[src/hw/rtl/swrfc_pkg.sv]
// ----------------------------------------------------------------------------
// swrfc_pkg
// shared types, constants and the crc-8 byte step for the reply frame checker
// ----------------------------------------------------------------------------
package swrfc_pkg;

    localparam int unsigned CfgIndexWidth = 4;
    localparam int unsigned CfgDataWidth  = 8;

    localparam logic [CfgIndexWidth-1:0] CFG_ECHO_COUNT    = 4'd0;
    localparam logic [CfgIndexWidth-1:0] CFG_EXPECTED_REG  = 4'd1;

    localparam logic [5:0] ECHO_COUNT_RESET = 6'd4;
    localparam logic [5:0] COUNT_MAX        = 6'd63;

    localparam logic [7:0] SYNC_BYTE   = 8'h05;
    localparam logic [7:0] MASTER_ADDR = 8'hFF;
    localparam logic [7:0] CRC_POLY    = 8'h07;

    // reply byte positions, relative to the end of the echo
    localparam logic [5:0] POS_SYNC     = 6'd0;
    localparam logic [5:0] POS_ADDR     = 6'd1;
    localparam logic [5:0] POS_REG      = 6'd2;
    localparam logic [5:0] POS_VALUE_LO = 6'd3;
    localparam logic [5:0] POS_VALUE_HI = 6'd6;
    localparam logic [5:0] POS_CRC      = 6'd7;

    typedef enum logic [2:0] {
        STATUS_OK       = 3'd0,
        STATUS_BAD_SYNC = 3'd1,
        STATUS_BAD_ADDR = 3'd2,
        STATUS_BAD_REG  = 3'd3,
        STATUS_BAD_CRC  = 3'd4
    } status_t;

    // one byte of crc-8, data bits fed lsb first
    function automatic logic [7:0] crc8_step(input logic [7:0] crc_in, input logic [7:0] data);
        logic [7:0] crc;
        crc = crc_in;
        for (int j = 0; j < 8; j++)
        begin
            if (crc[7] ^ data[j])
            begin
                crc = {crc[6:0], 1'b0} ^ CRC_POLY;
            end
            else
            begin
                crc = {crc[6:0], 1'b0};
            end
        end
        return crc;
    endfunction

endpackage

[src/hw/rtl/single_wire_reply_frame_checker_core.sv]
// ----------------------------------------------------------------------------
// single_wire_reply_frame_checker_core
// skips the echoed transmit bytes, then checks an eight-byte reply frame
// (sync, master address, register, four value bytes, crc-8) and returns status and value
// ----------------------------------------------------------------------------
//  channel  | signals                                   | direction
//  ---------+-------------------------------------------+----------
//  input    | in_valid, in_stall, rx_byte, frame_start  | in
//  result   | out_valid, out_stall, status, reply_value | out
//  config   | cfg_wr_en, cfg_index, cfg_data            | in
//
//  one byte per cycle while the result is not stalled: a request is captured
//  in an input register; when it advances, one pass of crc step and checks
//  updates the frame state and loads the result register.
//  reset clears the frame state and loads the register defaults.
//  a stalled result holds the pipe; the input register keeps taking requests
//  while it is empty or draining.
// ----------------------------------------------------------------------------
module single_wire_reply_frame_checker_core
    import swrfc_pkg::*;
(
    input  logic                     clk,
    input  logic                     rst_n,

    input  logic                     in_valid,
    output logic                     in_stall,
    input  logic [7:0]               rx_byte,
    input  logic                     frame_start,

    output logic                     out_valid,
    input  logic                     out_stall,
    output logic [2:0]               status,
    output logic [31:0]              reply_value,

    input  logic                     cfg_wr_en,
    input  logic [CfgIndexWidth-1:0] cfg_index,
    input  logic [CfgDataWidth-1:0]  cfg_data
);

    logic [5:0]  echo_count_reg;
    logic [7:0]  expected_reg_reg;

    logic        s1_valid_reg;
    logic [7:0]  s1_byte_reg;
    logic        s1_start_reg;

    logic [5:0]  byte_count_reg,  byte_count_next;
    logic [7:0]  crc_reg,         crc_next;
    logic [31:0] value_acc_reg,   value_acc_next;
    status_t     first_error_reg, first_error_next;
    logic        frame_done_reg,  frame_done_next;

    logic        out_valid_reg,   out_valid_next;
    status_t     status_reg,      status_next;
    logic [31:0] reply_value_reg, reply_value_next;

    logic        advance;
    logic        in_accept;

    assign advance   = s1_valid_reg && !(out_valid_reg && out_stall);
    assign in_stall  = s1_valid_reg && !advance;
    assign in_accept = in_valid && !in_stall;

    assign out_valid   = out_valid_reg;
    assign status      = status_reg;
    assign reply_value = reply_value_reg;

    // configuration registers
    always_ff @(posedge clk or negedge rst_n)
    begin
        if (!rst_n)
        begin
            echo_count_reg   <= ECHO_COUNT_RESET;
            expected_reg_reg <= '0;
        end
        else if (cfg_wr_en)
        begin
            unique case (cfg_index)
                CFG_ECHO_COUNT:   echo_count_reg   <= cfg_data[5:0];
                CFG_EXPECTED_REG: expected_reg_reg <= cfg_data;
                default:          ;
            endcase
        end
    end

    // input register
    always_ff @(posedge clk or negedge rst_n)
    begin
        if (!rst_n)
        begin
            s1_valid_reg <= 1'b0;
        end
        else if (in_accept)
        begin
            s1_valid_reg <= 1'b1;
        end
        else if (advance)
        begin
            s1_valid_reg <= 1'b0;
        end
    end

    always_ff @(posedge clk)
    begin
        if (in_accept)
        begin
            s1_byte_reg  <= rx_byte;
            s1_start_reg <= frame_start;
        end
    end

    // frame update
    always_comb
    begin
        logic [5:0]  count_cur;
        logic [7:0]  crc_cur;
        logic [31:0] value_cur;
        status_t     err_cur;
        logic        done_cur;
        logic [5:0]  rel;
        logic [1:0]  lane;

        count_cur = s1_start_reg ? 6'd0        : byte_count_reg;
        crc_cur   = s1_start_reg ? 8'd0        : crc_reg;
        value_cur = s1_start_reg ? 32'd0       : value_acc_reg;
        err_cur   = s1_start_reg ? STATUS_OK   : first_error_reg;
        done_cur  = s1_start_reg ? 1'b0        : frame_done_reg;

        rel  = count_cur - echo_count_reg;
        lane = 2'(rel - POS_VALUE_LO);

        byte_count_next  = byte_count_reg;
        crc_next         = crc_reg;
        value_acc_next   = value_acc_reg;
        first_error_next = first_error_reg;
        frame_done_next  = frame_done_reg;

        out_valid_next   = out_valid_reg && out_stall;
        status_next      = status_reg;
        reply_value_next = reply_value_reg;

        if (advance)
        begin
            byte_count_next  = count_cur;
            crc_next         = crc_cur;
            value_acc_next   = value_cur;
            first_error_next = err_cur;
            frame_done_next  = done_cur;

            if (!done_cur)
            begin
                if (count_cur >= echo_count_reg)
                begin
                    if (rel < POS_CRC)
                    begin
                        crc_next = crc8_step(crc_cur, s1_byte_reg);
                    end
                    if (err_cur == STATUS_OK)
                    begin
                        if (rel == POS_SYNC && s1_byte_reg != SYNC_BYTE)
                        begin
                            first_error_next = STATUS_BAD_SYNC;
                        end
                        if (rel == POS_ADDR && s1_byte_reg != MASTER_ADDR)
                        begin
                            first_error_next = STATUS_BAD_ADDR;
                        end
                        if (rel == POS_REG && s1_byte_reg != expected_reg_reg)
                        begin
                            first_error_next = STATUS_BAD_REG;
                        end
                    end
                    if (rel >= POS_VALUE_LO && rel <= POS_VALUE_HI)
                    begin
                        value_acc_next = value_cur | (32'(s1_byte_reg) << {lane, 3'b000});
                    end
                    if (rel == POS_CRC)
                    begin
                        out_valid_next = 1'b1;
                        if (err_cur == STATUS_OK && s1_byte_reg != crc_cur)
                        begin
                            status_next = STATUS_BAD_CRC;
                        end
                        else
                        begin
                            status_next = err_cur;
                        end
                        // a failed frame reports a zero value
                        reply_value_next = (status_next == STATUS_OK) ? value_cur : 32'd0;
                        frame_done_next  = 1'b1;
                    end
                end

                if (count_cur >= COUNT_MAX)
                begin
                    frame_done_next = 1'b1;
                end
                else
                begin
                    byte_count_next = count_cur + 6'd1;
                end
            end
        end
    end

    always_ff @(posedge clk or negedge rst_n)
    begin
        if (!rst_n)
        begin
            byte_count_reg  <= '0;
            crc_reg         <= '0;
            value_acc_reg   <= '0;
            first_error_reg <= STATUS_OK;
            frame_done_reg  <= 1'b0;
            out_valid_reg   <= 1'b0;
        end
        else
        begin
            byte_count_reg  <= byte_count_next;
            crc_reg         <= crc_next;
            value_acc_reg   <= value_acc_next;
            first_error_reg <= first_error_next;
            frame_done_reg  <= frame_done_next;
            out_valid_reg   <= out_valid_next;
        end
    end

    always_ff @(posedge clk)
    begin
        status_reg      <= status_next;
        reply_value_reg <= reply_value_next;
    end

endmodule
[config.mk]
export PLATFORM = sky130hd
export DESIGN_NAME = single_wire_reply_frame_checker_core
export DESIGN_NICKNAME = d
export VERILOG_FILES = /design/src/hw/rtl/swrfc_pkg.sv /design/src/hw/rtl/single_wire_reply_frame_checker_core.sv
export SDC_FILE = /design/constraint.sdc
export NUM_CORES = 1
export LEC_CHECK = 0
export BUFFER_PORTS_ARGS = -buffer_cell sky130_fd_sc_hd__buf_2
export CORE_ASPECT_RATIO = 0.6
export CORE_MARGIN = 3
export CORE_UTILIZATION = 45
export DETAILED_ROUTE_END_ITERATION = 8
export PLACE_DENSITY = 0.65
export SLEW_MARGIN = 25
export SYNTH_ARGS = -nofsm -noshare
export SYNTH_HDL_FRONTEND = slang
export SYNTH_SLANG_ARGS = --single-unit
export TNS_END_PERCENT = 10
[constraint.sdc]
create_clock -name clk -period 6.25 [get_ports clk]
set_clock_uncertainty 0.2 [all_clocks]
set_input_delay 0.9375 -clock clk [delete_from_list [all_inputs] [get_ports clk]]
set_output_delay 0.9375 -clock clk [all_outputs]
set_load 0.02 [all_outputs]
==> metrics.yaml <==
grt_max_degree: 67
synth_enable_flop_cells: 44
drt-total-wl_um: 13200
place.detailed.hpwl_um: 9140
yosys_register_bits: 110
final.period_utilization_pct: 65.4
final_common_cell: "sky130_fd_sc_hd__dfrtp_1"
yosysSeqAreaShare_pct: 54.3
report.final.slew_viol_count: 0
floorplan.initialDensity_pct: 47.2
globalRouteMet3Util_pct: 5.49
area_delta_synth_final_pct: 13.9
dominantRegCellSynth: "sky130_fd_sc_hd__dfrtp_1"
clock_tree.buffer_depth: 2
post-cts-setup-buffers: 0
num_rows: 30
floorplan.die_area_mm2: 0.0136
post_cts_resized: 0
hold_path_class: "reg -> reg"
grtUsageTotal_pct: 20.6
required_ns: 6.12
syn_area_per_cell_um2: 11.4
worst_setup_hold_path_clk_slew_ns: 0.08
layout_min_cycle_time_ns: 4.09
grt_overflow_total: 0
reg2reg_from: "s1_start_reg$_DFFE_PP_"
via_count_of_the_first_global_routing_pass: 3881
design.portCount: 63
drt_pass1_iterations: 5
run_status: "finished, final reports clean"
gp_congestion: 0.916
cts_inserted_buffers: 9
fillCellCount: 1041
holdCritStartpoint: "value_acc_reg[10]$_DFFE_PN0P_"
reg2regPathDepth: 11
cts_hold_buf: 0
antenna_diode_count: 0
hold_end: "value_acc_reg[10]$_DFFE_PN0P_"
critical_path.startpoint_type: "flip-flop"
post_drt_wl_per_cell_um: 19.0
grt_setup_unrepaired: "no"
fin_ws_ns: 2.16
final.setup.tns_ns: 0
port-buffer-count: 62
critical_path.max_fanout: 20
use_met2_pct: 27.4
syn_inst: 480
whs_path_depth: 1
synth.distinct_cells: 55
postSynth.asyncResetShare_pct: 60.0
power-per-cell-area_mw_per_mm2: 295
syn_nets: 514
final-hold-violation-count: 0
mappedNetlistArea_mm2: 0.00548
clkLatencyLatePin_ns: 0.35
synth_warnings: 0
maxSlewHeadroom_pct: 41.8
cp-end-kind: "flip-flop"
setup.reg_to_reg.worst_slack_ns: 2.16
tightestPinTransition_ns: 0.874
placement.setup.worst_slack_ns: 2.07
detail_route.vias_per_cell: 5.68
layout.nets: 564
floorplan.die.width_um: 148
final_layout_size_suffix_gt1_share_pct: 19.6
cts_max_level: 3
global_route.usage.met1_pct: 32.9
postLayoutCoreUtil_pct: 53.8
route.antenna.remaining_nets: 0
critical_path_class: "reg -> reg"
drv_cap: 0
drc: 0
grt_antenna_before_repair: 0
gr-max-usage-layer: "met1"
floorplan.core_area_mm2: 0.0116
drt-initial-drc-count: 361
worst_ir_drop_vdd_uv: 140
p_leak_nw: 2.41
cp.arrival_ns: 3.96
wire_length_of_the_first_global_routing_pass_um: 21700
die_height_um: 91.4
leading_cell_types_in_the_layout_fill_and_taps_excluded: "65 x sky130_fd_sc_hd__dfrtp_1, 62 x sky130_fd_sc_hd__buf_2, 44 x sky130_fd_sc_hd__edfxtp_1"
route.vias.total: 3951
timing.rr.end: "reply_value[0]$_SDFFCE_PP0P_"
fmaxAchievable_mhz: 245
cts_tree: "done"
clock_sinks: 110
clock_tree.root_cell: "sky130_fd_sc_hd__clkbuf_16"
setup-violations-final: 0
-- worst max-delay path: stages, from the launching register on --
cell and delay, ns:
sky130_fd_sc_hd__edfxtp_1 0.56, sky130_fd_sc_hd__nand2b_1 0.24, sky130_fd_sc_hd__inv_1 0.13, sky130_fd_sc_hd__ha_1 0.25, sky130_fd_sc_hd__nor2b_1 0.14, sky130_fd_sc_hd__nor2_1 0.24
sky130_fd_sc_hd__o31a_1 0.17, sky130_fd_sc_hd__o221ai_1 0.18, sky130_fd_sc_hd__nor4_4 0.59, sky130_fd_sc_hd__nand3_4 0.26, sky130_fd_sc_hd__nor2_4 0.58, sky130_fd_sc_hd__buf_16 0.23
-- cells by family after synthesis --
kind of cell	after synthesis	synth area share [%]
simple gates	167	18.0
compound gates	96	13.0
fa+ha+maj	8	1.83
flops	110	54.3
buf+inv	42	2.95
xor+xnor	45	7.45
mux	12	2.42
-- cells in the mapped netlist, types with 13 or more instances --
master | number | area [µm²]
sky130_fd_sc_hd__xnor2_1 | 34 | 298
sky130_fd_sc_hd__a22o_1 | 33 | 289
sky130_fd_sc_hd__nand3_1 | 14 | 70.1
sky130_fd_sc_hd__nand2_1 | 29 | 109
sky130_fd_sc_hd__and2_1 | 35 | 219
sky130_fd_sc_hd__inv_1 | 13 | 48.8
sky130_fd_sc_hd__clkbuf_1 | 23 | 86.3
sky130_fd_sc_hd__edfxtp_1 | 44 | 1320
sky130_fd_sc_hd__dfrtp_1 | 65 | 1630
sky130_fd_sc_hd__nor2_1 | 34 | 128
sky130_fd_sc_hd__o21ai_0 | 21 | 105
-- final cells by class --
type | instances | area [µm²] | share of cell area (%)
clock buffer | 10 | 229 | 3.67
clock inverter | 6 | 55.1 | 0.883
inverter | 13 | 48.8 | 0.783
multi-input combinational | 328 | 2350 | 37.7
sequential | 110 | 2970 | 47.7
tap | 160 | 200 | 3.21
timing repair buffer | 68 | 375 | 6.02
-- report_power, final --
| group | switching [mW] | total [mW] | internal, mW |
|---|---|---|---|
| clock | 0.283 | 0.562 | 0.279 |
| sequential | 0.0719 | 0.860 | 0.788 |
| combinational | 0.260 | 0.417 | 0.157 |
| total | 0.614 | 1.84 | 1.22 |
-- worst max path at each step --
stage,start,to,slack [ns]
detailed placement,s1_start_reg$_DFFE_PP_,reply_value[15]$_SDFFCE_PP0P_,2.07
CTS,s1_start_reg$_DFFE_PP_,reply_value[14]$_SDFFCE_PP0P_,2.05
global placement,s1_start_reg$_DFFE_PP_,reply_value[15]$_SDFFCE_PP0P_,2.18
finish,s1_start_reg$_DFFE_PP_,reply_value[0]$_SDFFCE_PP0P_,2.16
global route,s1_start_reg$_DFFE_PP_,reply_value[23]$_SDFFCE_PP0P_,1.83
floorplan,s1_start_reg$_DFFE_PP_,reply_value[0]$_SDFFCE_PP0P_,1.42
-- through the flow --
step / hold slack (ns) / instance area, µm² / power (mW) / std cells
global route: 0.318 / 6230 / 1.93 / 695
finish: 0.303 / 6230 / 1.84 / 695
detailed placement: 0.285 / 5920 / 1.28 / 678
global placement: 0.281 / 5920 / 1.28 / 678
floorplan: 0.265 / 5480 / 1.17 / 480
CTS: 0.306 / 6210 / 1.84 / 694
-- routing by layer --
metal / wire length, µm / share of wire (%)
met1: 6760 / 51
met2: 5280 / 40
met3: 964 / 7.3
met4: 207 / 1.6
met5: 0 / 0
(Power assumes the default switching activity.)
